--- config.mk ---
export PLATFORM = sky130hd
export DESIGN_NAME = tls_sni_extractor
export DESIGN_NICKNAME = d
export VERILOG_FILES = /design/src/sv/tse_pkg.sv /design/src/sv/tse_parser.sv /design/src/sv/tls_sni_extractor.sv
export SDC_FILE = /design/constraint.sdc
export NUM_CORES = 1
export LEC_CHECK = 0
export ABC_AREA = 0
export BUFFER_PORTS_ARGS = -buffer_cell sky130_fd_sc_hd__buf_4
export CAP_MARGIN = 30
export CORE_MARGIN = 2
export CORE_UTILIZATION = 56
export CTS_CLUSTER_DIAMETER = 50
export DETAILED_ROUTE_END_ITERATION = 12
export PLACE_DENSITY = 0.72
export SLEW_MARGIN = 0
export SYNTH_ARGS = -nofsm -noshare
export SYNTH_HDL_FRONTEND = slang
export SYNTH_SLANG_ARGS = --single-unit
export TNS_END_PERCENT = 30
--- constraint.sdc ---
create_clock -name clk -period 14.3 [get_ports clk]
set_clock_uncertainty 0.15 [all_clocks]
set_input_delay 2.145 -clock clk [delete_from_list [all_inputs] [get_ports clk]]
set_output_delay 2.145 -clock clk [all_outputs]
set_load 0.02 [all_outputs]
--- src/sv/tse_pkg.sv ---
`default_nettype none
package tse_pkg;

	// parser phase codes
	localparam logic [4:0] PH_REC_TYPE     = 5'd0;
	localparam logic [4:0] PH_REC_V1       = 5'd1;
	localparam logic [4:0] PH_REC_V2       = 5'd2;
	localparam logic [4:0] PH_REC_L1       = 5'd3;
	localparam logic [4:0] PH_REC_L2       = 5'd4;
	localparam logic [4:0] PH_HS_TYPE      = 5'd5;
	localparam logic [4:0] PH_HS_L1        = 5'd6;
	localparam logic [4:0] PH_HS_L2        = 5'd7;
	localparam logic [4:0] PH_HS_L3        = 5'd8;
	localparam logic [4:0] PH_SKIP_RANDOM  = 5'd9;
	localparam logic [4:0] PH_SESS_LEN     = 5'd10;
	localparam logic [4:0] PH_SKIP_SESSION = 5'd11;
	localparam logic [4:0] PH_CIPH_HI      = 5'd12;
	localparam logic [4:0] PH_CIPH_LO      = 5'd13;
	localparam logic [4:0] PH_SKIP_CIPHERS = 5'd14;
	localparam logic [4:0] PH_COMP_LEN     = 5'd15;
	localparam logic [4:0] PH_SKIP_COMP    = 5'd16;
	localparam logic [4:0] PH_EXTS_HI      = 5'd17;
	localparam logic [4:0] PH_EXTS_LO      = 5'd18;
	localparam logic [4:0] PH_EXT_T1       = 5'd19;
	localparam logic [4:0] PH_EXT_T2       = 5'd20;
	localparam logic [4:0] PH_EXT_L1       = 5'd21;
	localparam logic [4:0] PH_EXT_L2       = 5'd22;
	localparam logic [4:0] PH_SKIP_EXT     = 5'd23;
	localparam logic [4:0] PH_LIST_HI      = 5'd24;
	localparam logic [4:0] PH_LIST_LO      = 5'd25;
	localparam logic [4:0] PH_NAME_TYPE    = 5'd26;
	localparam logic [4:0] PH_NAME_L1      = 5'd27;
	localparam logic [4:0] PH_NAME_L2      = 5'd28;
	localparam logic [4:0] PH_NAME_BYTES   = 5'd29;
	localparam logic [4:0] PH_SKIP_NAME    = 5'd30;
	localparam logic [4:0] PH_IDLE         = 5'd31;

	localparam logic [16:0] POS_MAX      = 17'h1FFFF;
	localparam logic [7:0]  REC_HANDSHAKE = 8'h16;
	localparam logic [7:0]  HS_CLIENT_HELLO = 8'h01;
	localparam logic [16:0] MIN_RECORD   = 17'd9;
	localparam logic [17:0] RANDOM_SKIP  = 18'd34;

	localparam logic KIND_NAME    = 1'b0;
	localparam logic KIND_VERDICT = 1'b1;

	// one output item
	typedef struct packed {
		logic       kind;
		logic [7:0] name_byte;
		logic       found;
		logic       run_end;
	} result_t;

endpackage
`default_nettype wire

--- src/sv/tse_parser.sv ---
`default_nettype none
module tse_parser (
	input  wire logic           clk,
	input  wire logic           arst_n,
	input  wire logic           en,
	input  wire logic [7:0]     data_byte,
	input  wire logic           last_byte,
	input  wire logic [7:0]     max_name_len,
	output      logic [1:0]     res_cnt,
	output      tse_pkg::result_t res0,
	output      tse_pkg::result_t res1
);
	import tse_pkg::*;

	typedef struct packed {
		logic [4:0]  ph;
		logic [16:0] pos;
		logic [16:0] rec_end;
		logic [16:0] hs_end;
		logic [16:0] exts_end;
		logic [16:0] body_end;
		logic [16:0] nlist_end;
		logic [16:0] fe;
		logic [15:0] acc;
		logic [7:0]  emitted;
		logic        is_sni;
		logic        is_host;
		logic        complete;
		logic        rejected;
	} pst_t;

	typedef struct packed {
		logic [4:0]  ph;
		logic [16:0] fe;
		logic        rej;
	} settle_t;

	pst_t st_q, st_d;

	// leave one finished skip at position n
	function automatic settle_t settle_step(settle_t s, logic [16:0] n, logic [16:0] hs_end,
			logic [16:0] exts_end, logic [16:0] nlist_end, logic [16:0] body_end);
		settle_t r;
		logic [17:0] n18;
		r = s;
		n18 = {1'b0, n};
		if (n >= s.fe) begin
			unique case (s.ph)
				PH_SKIP_RANDOM: r.ph = PH_SESS_LEN;
				PH_SKIP_SESSION: begin
					if (n18 + 18'd2 > {1'b0, hs_end}) begin
						r.ph = PH_IDLE; r.rej = 1'b1;
					end else r.ph = PH_CIPH_HI;
				end
				PH_SKIP_CIPHERS: begin
					if (n18 + 18'd1 > {1'b0, hs_end}) begin
						r.ph = PH_IDLE; r.rej = 1'b1;
					end else r.ph = PH_COMP_LEN;
				end
				PH_SKIP_COMP: begin
					if (n18 + 18'd2 > {1'b0, hs_end}) begin
						r.ph = PH_IDLE; r.rej = 1'b1;
					end else r.ph = PH_EXTS_HI;
				end
				PH_SKIP_EXT: r.ph = (n18 + 18'd4 <= {1'b0, exts_end}) ? PH_EXT_T1 : PH_IDLE;
				PH_SKIP_NAME: begin
					if (n18 + 18'd3 <= {1'b0, nlist_end}) r.ph = PH_NAME_TYPE;
					else begin
						r.fe = body_end; r.ph = PH_SKIP_EXT;
					end
				end
				PH_NAME_BYTES: r.ph = PH_IDLE;
				default: r = s;
			endcase
		end
		return r;
	endfunction

	logic [16:0] n;
	logic [17:0] n18, e;
	logic [15:0] w;
	logic [23:0] v;
	logic [24:0] hend;
	logic        emit, fnd;
	settle_t     s0, s1, s2;

	// next parser state for the byte at hand
	always_comb begin
		st_d = st_q;
		n    = (st_q.pos == POS_MAX) ? st_q.pos : st_q.pos + 17'd1;
		n18  = {1'b0, n};
		w    = {st_q.acc[7:0], data_byte};
		v    = {st_q.acc, data_byte};
		e    = n18 + {2'b0, w};
		hend = {8'b0, n} + {1'b0, v};
		emit = 1'b0;
		unique case (st_q.ph)
			PH_REC_TYPE: begin
				if (data_byte != REC_HANDSHAKE) begin
					st_d.ph = PH_IDLE; st_d.rejected = 1'b1;
				end else st_d.ph = PH_REC_V1;
			end
			PH_REC_V1: st_d.ph = PH_REC_V2;
			PH_REC_V2: st_d.ph = PH_REC_L1;
			PH_REC_L1: begin
				st_d.acc = {8'b0, data_byte}; st_d.ph = PH_REC_L2;
			end
			PH_REC_L2: begin
				st_d.rec_end = 17'd5 + {1'b0, w}; st_d.ph = PH_HS_TYPE;
			end
			PH_HS_TYPE: begin
				if (data_byte != HS_CLIENT_HELLO) begin
					st_d.ph = PH_IDLE; st_d.rejected = 1'b1;
				end else st_d.ph = PH_HS_L1;
			end
			PH_HS_L1: begin
				st_d.acc = {8'b0, data_byte}; st_d.ph = PH_HS_L2;
			end
			PH_HS_L2: begin
				st_d.acc = w; st_d.ph = PH_HS_L3;
			end
			PH_HS_L3: begin
				st_d.acc = v[15:0];
				if (hend > {8'b0, st_q.rec_end}
						|| {7'b0, n18 + RANDOM_SKIP + 18'd1} > hend) begin
					st_d.ph = PH_IDLE; st_d.rejected = 1'b1;
				end else begin
					st_d.hs_end = hend[16:0];
					st_d.fe     = 17'(n18 + RANDOM_SKIP);
					st_d.ph     = PH_SKIP_RANDOM;
				end
			end
			PH_SESS_LEN, PH_COMP_LEN: begin
				if (n18 + {10'b0, data_byte} > {1'b0, st_q.hs_end}) begin
					st_d.ph = PH_IDLE; st_d.rejected = 1'b1;
				end else begin
					st_d.fe = 17'(n18 + {10'b0, data_byte});
					st_d.ph = (st_q.ph == PH_SESS_LEN) ? PH_SKIP_SESSION : PH_SKIP_COMP;
				end
			end
			PH_CIPH_HI, PH_EXTS_HI, PH_EXT_T1, PH_EXT_L1, PH_LIST_HI, PH_NAME_L1: begin
				st_d.acc = {8'b0, data_byte};
				st_d.ph  = st_q.ph + 5'd1;
			end
			PH_CIPH_LO: begin
				if (e > {1'b0, st_q.hs_end}) begin
					st_d.ph = PH_IDLE; st_d.rejected = 1'b1;
				end else begin
					st_d.fe = e[16:0]; st_d.ph = PH_SKIP_CIPHERS;
				end
			end
			PH_EXTS_LO: begin
				if (e > {1'b0, st_q.hs_end}) begin
					st_d.ph = PH_IDLE; st_d.rejected = 1'b1;
				end else begin
					st_d.exts_end = e[16:0];
					st_d.ph = (n18 + 18'd4 <= e) ? PH_EXT_T1 : PH_IDLE;
				end
			end
			PH_EXT_T2: begin
				st_d.is_sni = (w == 16'd0); st_d.ph = PH_EXT_L1;
			end
			PH_EXT_L2: begin
				if (e > {1'b0, st_q.exts_end}) begin
					st_d.ph = PH_IDLE; st_d.rejected = 1'b1;
				end else begin
					st_d.body_end = e[16:0];
					if (!st_q.is_sni) begin
						st_d.fe = e[16:0]; st_d.ph = PH_SKIP_EXT;
					end else if (n18 + 18'd2 > e) begin
						st_d.ph = PH_IDLE; st_d.rejected = 1'b1;
					end else st_d.ph = PH_LIST_HI;
				end
			end
			PH_LIST_LO: begin
				if (e > {1'b0, st_q.body_end}) begin
					st_d.ph = PH_IDLE; st_d.rejected = 1'b1;
				end else begin
					st_d.nlist_end = e[16:0];
					if (n18 + 18'd3 <= e) st_d.ph = PH_NAME_TYPE;
					else begin
						st_d.fe = st_q.body_end; st_d.ph = PH_SKIP_EXT;
					end
				end
			end
			PH_NAME_TYPE: begin
				st_d.is_host = (data_byte == 8'd0); st_d.ph = PH_NAME_L1;
			end
			PH_NAME_L2: begin
				if (e > {1'b0, st_q.nlist_end}) begin
					st_d.ph = PH_IDLE; st_d.rejected = 1'b1;
				end else if (st_q.is_host) begin
					st_d.complete = 1'b1; st_d.emitted = 8'd0;
					st_d.fe = e[16:0]; st_d.ph = PH_NAME_BYTES;
				end else begin
					st_d.fe = e[16:0]; st_d.ph = PH_SKIP_NAME;
				end
			end
			PH_NAME_BYTES: begin
				emit = (st_q.emitted < max_name_len);
				if (st_q.emitted != 8'hFF) st_d.emitted = st_q.emitted + 8'd1;
			end
			default: st_d.ph = st_q.ph;
		endcase

		// at most two skips can end on one byte
		s0 = '{ph: st_d.ph, fe: st_d.fe, rej: st_d.rejected};
		s1 = settle_step(s0, n, st_d.hs_end, st_d.exts_end, st_d.nlist_end, st_d.body_end);
		s2 = settle_step(s1, n, st_d.hs_end, st_d.exts_end, st_d.nlist_end, st_d.body_end);
		st_d.ph = s2.ph; st_d.fe = s2.fe; st_d.rejected = s2.rej;
		st_d.pos = n;

		fnd = st_d.complete && !st_d.rejected && n >= st_d.rec_end && n >= MIN_RECORD;
		if (last_byte) begin
			st_d    = '0;
			st_d.ph = PH_REC_TYPE;
		end
	end

	// results of this byte, name byte first
	always_comb begin
		res0 = '{kind: KIND_NAME, name_byte: data_byte, found: 1'b0, run_end: !last_byte};
		res1 = '{kind: KIND_VERDICT, name_byte: 8'd0, found: fnd, run_end: 1'b1};
		if (!emit) res0 = res1;
		res_cnt = {1'b0, emit} + {1'b0, last_byte};
	end

	// parser state
	always_ff @(posedge clk or negedge arst_n) begin
		if (!arst_n) begin
			st_q <= '{ph: PH_REC_TYPE, default: '0};
		end else if (en) begin
			st_q <= st_d;
		end
	end

endmodule
`default_nettype wire

--- src/sv/tls_sni_extractor.sv ---
// TLS ClientHello server name extractor. Takes a TCP payload one byte per item on the
// slave stream (tlast on the final byte) and emits the first host_name of the server_name
// extension as name byte items, cut to max_name_len bytes, then one verdict item on the
// final byte; every length is checked against its enclosing structure and an overrun
// rejects the buffer. Each byte is parsed in the cycle it is accepted and its results land
// in a two-entry output buffer, so one byte is taken per cycle unless the output stalls;
// a byte that yields both a name byte and the verdict holds the input while the buffer drains.
// max_name_len resets to 255; the user must write it only while the block is idle (not enforced).
`default_nettype none
module tls_sni_extractor (
	input  wire logic       clk,
	input  wire logic       arst_n,
	input  wire logic       cfg_wr_en,
	input  wire logic [7:0] cfg_wr_data,   // max_name_len
	input  wire logic       s_axis_tvalid,
	output      logic       s_axis_tready,
	input  wire logic [7:0] s_axis_tdata,  // [7:0] data_byte
	input  wire logic       s_axis_tlast,  // last_byte
	output      logic       m_axis_tvalid,
	input  wire logic       m_axis_tready,
	output      logic [15:0] m_axis_tdata, // [7:0] name_byte, [8] found, zero above
	output      logic       m_axis_tuser,  // result_kind
	output      logic       m_axis_tlast   // run_end
);
	import tse_pkg::*;

	logic [7:0] max_name_len_q;
	logic       acc, pop;
	logic [1:0] res_cnt;
	result_t    res0, res1;
	result_t    out_q, hold_q;
	logic       out_vld_q, hold_vld_q;

	// config register
	always_ff @(posedge clk or negedge arst_n) begin
		if (!arst_n) max_name_len_q <= 8'hFF;
		else if (cfg_wr_en) max_name_len_q <= cfg_wr_data;
	end

	assign pop           = out_vld_q && m_axis_tready;
	assign s_axis_tready = !hold_vld_q && (!out_vld_q || m_axis_tready);
	assign acc           = s_axis_tvalid && s_axis_tready;

	tse_parser u_parser (
		.clk          (clk),
		.arst_n       (arst_n),
		.en           (acc),
		.data_byte    (s_axis_tdata),
		.last_byte    (s_axis_tlast),
		.max_name_len (max_name_len_q),
		.res_cnt      (res_cnt),
		.res0         (res0),
		.res1         (res1)
	);

	// output buffer valid flags
	always_ff @(posedge clk or negedge arst_n) begin
		if (!arst_n) begin
			out_vld_q  <= 1'b0;
			hold_vld_q <= 1'b0;
		end else if (acc) begin
			out_vld_q  <= (res_cnt != 2'd0);
			hold_vld_q <= (res_cnt == 2'd2);
		end else if (pop) begin
			out_vld_q  <= hold_vld_q;
			hold_vld_q <= 1'b0;
		end
	end

	// output buffer payload
	always_ff @(posedge clk) begin
		if (acc) begin
			out_q  <= res0;
			hold_q <= res1;
		end else if (pop) begin
			out_q <= hold_q;
		end
	end

	assign m_axis_tvalid = out_vld_q;
	assign m_axis_tdata  = {7'b0, out_q.found, out_q.name_byte};
	assign m_axis_tuser  = out_q.kind;
	assign m_axis_tlast  = out_q.run_end;

endmodule
`default_nettype wire

Yosys cells after proc, flatten, opt, wreduce, memory -nomap -nowiden
Index checks and enable logic that the tools add are counted.

storage, ports and cells
  register bits = 174
  output and inout bits = 20

cells by class
  add/sub/neg operators = 14
  $lt $le $gt $ge = 19
  equal/unequal tests = 46
  multiplexer cells = 83
  reduce and logical (&&, ||, !) cells = 32

operator list
  operator                                                          count
  17-bit two-way mux                                                20
  152-bit two-way mux                                               1
  18-bit by 17-bit greater-than comparator with 1-bit output        7
  17-bit one-hot mux with 6 select lines                            1
  5-bit == test (second input constant)                             20
  5-bit one-hot mux with 18 select lines                            1
  5-bit one-hot mux with 7 select lines                             2
  5-bit by 4-bit == test with 1-bit output (second input constant)  11
  17-bit greater-or-equal comparator                                3
  5-bit two-way mux                                                 10
  23-bit two-way mux                                                2
  17-bit by 2-bit adder with 18-bit output (second input constant)  2
  18-bit by 17-bit <= comparator with 1-bit output                  2
  18-bit <= comparator                                              2
  34-bit two-way mux                                                1
  11-bit two-way mux                                                3
  16-bit one-hot mux with 2 select lines                            1
  4-bit two-way mux                                                 7
  17-bit by 24-bit adder with 25-bit output                         1
  18-bit by 25-bit greater-than comparator with 1-bit output        1
  25-bit by 17-bit greater-than comparator with 1-bit output        1
  1-bit two-way mux                                                 24
  8-bit two-way mux                                                 3
  5-bit by 3-bit == test with 1-bit output (second input constant)  4
  other kinds (41)                                                  64

Longest topological paths before layout
  depth in word-level cells = 22
  depth in mapped cells = 71
  gate-level depth less buffers = 66

Hierarchy
Synthesis repeated with hierarchy kept, for this count alone.

unflattened totals
  cells, all modules = 2671
  area total of the unflattened synthesis = 21946.0 um^2

by module, submodules not included
  module             instances  cells each  area an instance (um^2)  sequential area each (um^2)
  tse_parser         1          2595        20619.8                  3803.6
  tls_sni_extractor  1          76          1326.3                   920.9

Worst setup path before layout
OpenSTA, ideal clock, no wires.

  path kind = in2reg
  from = in s_axis_tdata[5]
  to = reg u_parser.st_q[28] (netlist bit)
  library setup time = 121 ps
  arrival = 12709 ps
  slack = 1320 ps
  stages on the path = 50
  cells stage by stage = ha_1 > or4_1 > o32ai_1 > o21bai_1 > a21o_1 > a21oi_1 > xnor2_1 > inv_1 > ha_1 > and3_1 > nand2_1 > nor2_1 > mux2_1 > or4b_1 > and2_1 > buf_6 > a21oi_1 > clkbuf_1 > (+14 left out) > o21a_1 > o21a_1 > o21ai_0 > nand2b_1 > a21oi_1 > nor2b_1 > o21ai_0 > nand2b_1 > a21oi_1 > o21ai_0 > a21o_1 > a211o_1 > a21o_1 > a21oi_1 > nor4_2 > buf_4 > mux2_1 > a22o_1

between the ends
  cells in the longest elaborated chain, start to end = 13
  elaborated cells on any way between the ends = 73

RTL lines
  element                                                                                             line                     text
  start: declaration                                                                                  tls_sni_extractor.sv:17  input wire logic [7:0] s_axis_tdata,
  parallel branches: the longest is 11 deep, another holds 17-bit by 24-bit adder with 25-bit output  -
  23-bit two-way mux *                                                                                tse_parser.sv:47         if (n >= s.fe) begin
  152-bit two-way mux *                                                                               tse_parser.sv:214        if (last_byte) begin
  end signal: assignment                                                                              tse_parser.sv:233        st_q <= st_d;
  end: declaration                                                                                    tse_parser.sv:38         pst_t st_q, st_d;

Mark *: on every way between the ends.
A chain may end at the register's enable or synchronous reset.

Worst setup path after layout
  from = reg u_parser.st_q[131] (netlist bit)
  to = reg u_parser.st_q[36] (netlist bit)

between the ends
  cells in the longest elaborated chain, start to end = 16
  elaborated cells on any way between the ends = 78

RTL lines
  element                                                                                                              line               text
  17-bit by 1-bit adder with 17-bit output / 17-bit == test (equally long branches)                                    tse_parser.sv:90   n = (st_q.pos == POS_MAX) ? st_q.pos : st_q.pos + 17'd1;
  17-bit two-way mux *                                                                                                 tse_parser.sv:90
  parallel branches: the longest is 12 deep, another holds 18-bit by 25-bit greater-than comparator with 1-bit output  -
  23-bit two-way mux *                                                                                                 tse_parser.sv:47
  152-bit two-way mux *                                                                                                tse_parser.sv:214

Marked as above.

==> flow_summary.ini <==
[status]
outcome = complete, no violations

[place]
dpl.hpwl_um = 60400
globalplace.congestion = 1.16
port_buffers = 34
dp_cells = 2962

[power]
swShare_pct = 53.4
pwr-share-comb_pct = 70.0
p_int_mw = 1.72
seq_power_share_pct = 16.9
p_leak_nw = 9.84
switchingPower_mw = 1.97
clkPwrFrac_pct = 13.1
power.density_nw_per_um2 = 167
ir_drop_v = 0.000117

[critical_path]
crit_type = flop to flop
slowest_delay_ns = 0.51
reg2regPathDepth = 59
reg2reg_to = u_parser.st_q[36]$_DFFE_PN0P_
ff2ff_setup_slack_ns = 0.66
startpoint = u_parser.st_q[131]$_DFFE_PN0P_
cp.arrival_ns = 13.86
cp-start-kind = flop
crit_path_end_kind = flop
critPathMaxFanout = 16
cp.required_ns = 14.52
crit_path_top_delay_cell = dfrtp_1
r2r_start = u_parser.st_q[131]$_DFFE_PN0P_

[floorplanning]
die_h_um = 195
io_pins = 42
fp.coreArea_um2 = 35700
die_x_um = 195
design.die.area_um2 = 37900
rows = 69
initial_utilization_pct = 57.1

[routing]
drt-total-wl_um = 79700
via_per_inst = 7.05
drc = 0
ant_nets = 0
drt_iter0_drc = 2460
detail_route.first_pass.iterations = 7
routedWlPerCell_um = 26.6
vias = 21100

[job]
maxCapViolCount = 0

[global_route]
grt_pass1_wl_um = 121000
antenna_found_initial = 5
grt_usage_pct = 42.1
grt_start_max_net_pins = 63
grt_pass1_vias = 20400
overflow = 0

[clocking]
cts_buffers = 17
clk_latency_ns = 0.49
clock_sinks = 174
cts_root_buf = clkbuf_16
cts.reportedPaths.clkPinSlew_ns = 0.08
cts_hold_buf = 0
cts_tree = done
cts-htree-levels = 4
cts_buffer_depth = 2

[hold_path]
hold_path_depth = 2
hold_path_class = flop to flop
holdPathEnd = max_name_len_q[1]$_DFFE_PN1P_
hold_start = max_name_len_q[1]$_DFFE_PN1P_

[final_layout]
syn_to_final_growth_pct = 8.28
fin_util_pct = 61.8
fillCellCount = 3093
seqCellArea_um2 = 4430
layout-drive-gt1-share_pct = 9.34
nets = 2864
instances_no_fill = 2999
multi_input_area_um2 = 14900

[logic_synthesis]
synth_cell_types = 104
netlist_area_um2 = 20400
syn_area_per_cell_um2 = 8.17
synthArstFlopShare_pct = 93.1
ys_seq_elements = 174
synth_enable_flop_cells = 12
ys.flop_type = dfrtp_1
yosysWarnings = 0
synthCells = 2492
seq_area_frac_synth_pct = 21.7

[sta]
setup_tns_ns = 0
slew_headroom_pct = 28.6
fin_crit_sh_pct = 95.4
period_minus_slack_ns = 13.64
slew_viol_final = 0
rsz0062_at_grt = false
hold-worst-slack_ns = 0.370
final_hold_viol_count = 0
worstMarginPinSlew_ns = 1.06
fmax_ghz = 0.0733
finalSetupViolCount = 0
==> cells in the mapped netlist (7+ instances only) <==
master     count  area (µm²)
a211o_1        9        78.8
a2111oi_0      9        78.8
buf_2         11        55.1
and3_1        28         175
o21ai_0      152         761
a21o_1        89         668
a221oi_1      12         105
nor2_1       188         706
nor4_1        21         131
o2111ai_1      9        78.8
or3_1          9        56.3
a211oi_1      24         180
nor3_1        40         200
inv_1        159         597
o31ai_1        8        60.1
edfxtp_1      12         360
nand3b_1       8        60.1
xnor2_1      106         928
o22ai_1       74         463
mux2i_1       43         430
nand3_1       65         325
ha_1         317        3970
o21a_1        28         210
mux2_2        19         214
o211ai_1      22         165
and4_1        16         140
clkbuf_1      79         297
a22o_1        38         333
a41oi_1        8        70.1
dfrtp_1      154        3850
nor2b_1       30         188
xor2_1        26         228
nand4_1       62         388
a31oi_1       21         131
nand2_1      194         728
a21oi_1      169         846
buf_4          9        67.6
nand2b_1      23         144
o21ai_1        7        35.0
dfstp_2        8         210
and2_1        25         156
a221o_1       14         140
nor3b_1        7        52.6
o21bai_1      10        75.1
==> per-stage QoR <==
step	power (mW)	instance area, µm²	worst slack (ns)
after global routing	3.90	22000	0.00314
after global placement	3.01	21300	0.800
final	3.68	22000	0.660
after CTS	3.57	22000	0.545
after detailed placement	3.07	21400	0.545
after floorplan	2.34	20400	1.32
==> worst max path at each step <==
stage / to / slack (ns) / cells after the start
after floorplan: u_parser.st_q[28]$_DFFE_PN0P_ / 1.32 / 50
after global placement: u_parser.st_q[44]$_DFFE_PN0P_ / 0.80 / 56
after detailed placement: u_parser.st_q[44]$_DFFE_PN0P_ / 0.54 / 56
final: u_parser.st_q[36]$_DFFE_PN0P_ / 0.66 / 59
after global routing: m_axis_tdata[8]$_DFFE_PP_ / 0.003 / 63
after CTS: m_axis_tdata[8]$_DFFE_PP_ / 0.55 / 59
==> power by group through the flow <==
stage / clock network, mW / registers [mW] / logic, mW
global route: 0.504 / 0.627 / 2.77
floorplan: 0 / 0.589 / 1.76
CTS: 0.485 / 0.619 / 2.47
detailed placement: 0 / 0.628 / 2.45
global placement: 0 / 0.627 / 2.39
finish: 0.482 / 0.623 / 2.58
==> worst max-delay path, delay by kind of cell, from the launching register on <==
| family | cells | cell delay [ns] |
|---|---|---|
| simple gates | 19 | 3.87 |
| xor+xnor | 1 | 0.34 |
| buf+inv | 6 | 1.16 |
| flops | 1 | 0.51 |
| mux | 2 | 0.53 |
| compound gates | 26 | 5.37 |
| fa+ha+maj | 5 | 1.59 |
==> cells in the final DEF (no fill, tap or decap), types with 17 or more instances in the layout <==
cell type / netlist / routed
o21a_1: 28 / 28
a21o_1: 89 / 89
inv_1: 159 / 159
nor4_1: 21 / 21
nor3_1: 40 / 39
buf_4: 9 / 114
a211oi_1: 24 / 24
ha_1: 317 / 315
o22ai_1: 74 / 74
xor2_1: 26 / 26
dfrtp_1: 154 / 152
mux2_2: 19 / 19
nor2_1: 188 / 186
a31oi_1: 21 / 19
a21oi_1: 169 / 168
mux2i_1: 43 / 43
and2_1: 25 / 24
nand2b_1: 23 / 22
and3_1: 28 / 28
nor2b_1: 30 / 29
o211ai_1: 22 / 22
nand2_1: 194 / 193
o21ai_0: 152 / 152
xnor2_1: 106 / 105
nand3_1: 65 / 65
a22o_1: 38 / 38
nand4_1: 62 / 62
clkbuf_16: 0 / 17
==> registers in the layout, indices dropped and copies added (netlist names) <==
register        cells
m_axis_tlast        1
u_parser.st_q     152
m_axis_tdata        9
m_axis_tvalid       1
max_name_len_q      8
hold_q              1
hold_vld_q          1
m_axis_tuser        1
==> logic make-up (layout without fill, tap and decap cells) <==
kind of cell	after synthesis	count (layout)	synth area share, %
AOI/OAI and AO/OA	769	769	25.2
and+or+nand+nor	746	746	18.3
adders and majority gates	319	319	19.6
buffers and inverters	281	320	5.63
DFF	174	174	21.7
xor gates and xnor gates	134	134	5.84
muxes	68	68	3.62
other	1	8	0.0184
==> layer usage <==
layer | GRT usage (%) | share of wire, %
met5 | 0 | 0.034
met4 | 32.0 | 9.4
met3 | 12.7 | 12
met2 | 62.3 | 41
met1 | 51.3 | 37
==> layout make-up <==
cell class | instances | share of cell area (%)
Antenna cell | 1 | 0.0113
Clock buffer | 18 | 1.95
Clock inverter | 14 | 0.664
Inverter | 171 | 2.93
Multi-Input combinational cell | 2043 | 67.7
Sequential cell | 174 | 20.1
Tap cell | 461 | 2.62
Timing Repair Buffer | 117 | 4.11
==> timing repair <==
action,CTS,global route
buffers inserted,0,3
hold endpoints to repair,0,0
gates resized for setup,0,13
endpoints found under the setup margin,0,25
Power figures use the tool's default switching activity.
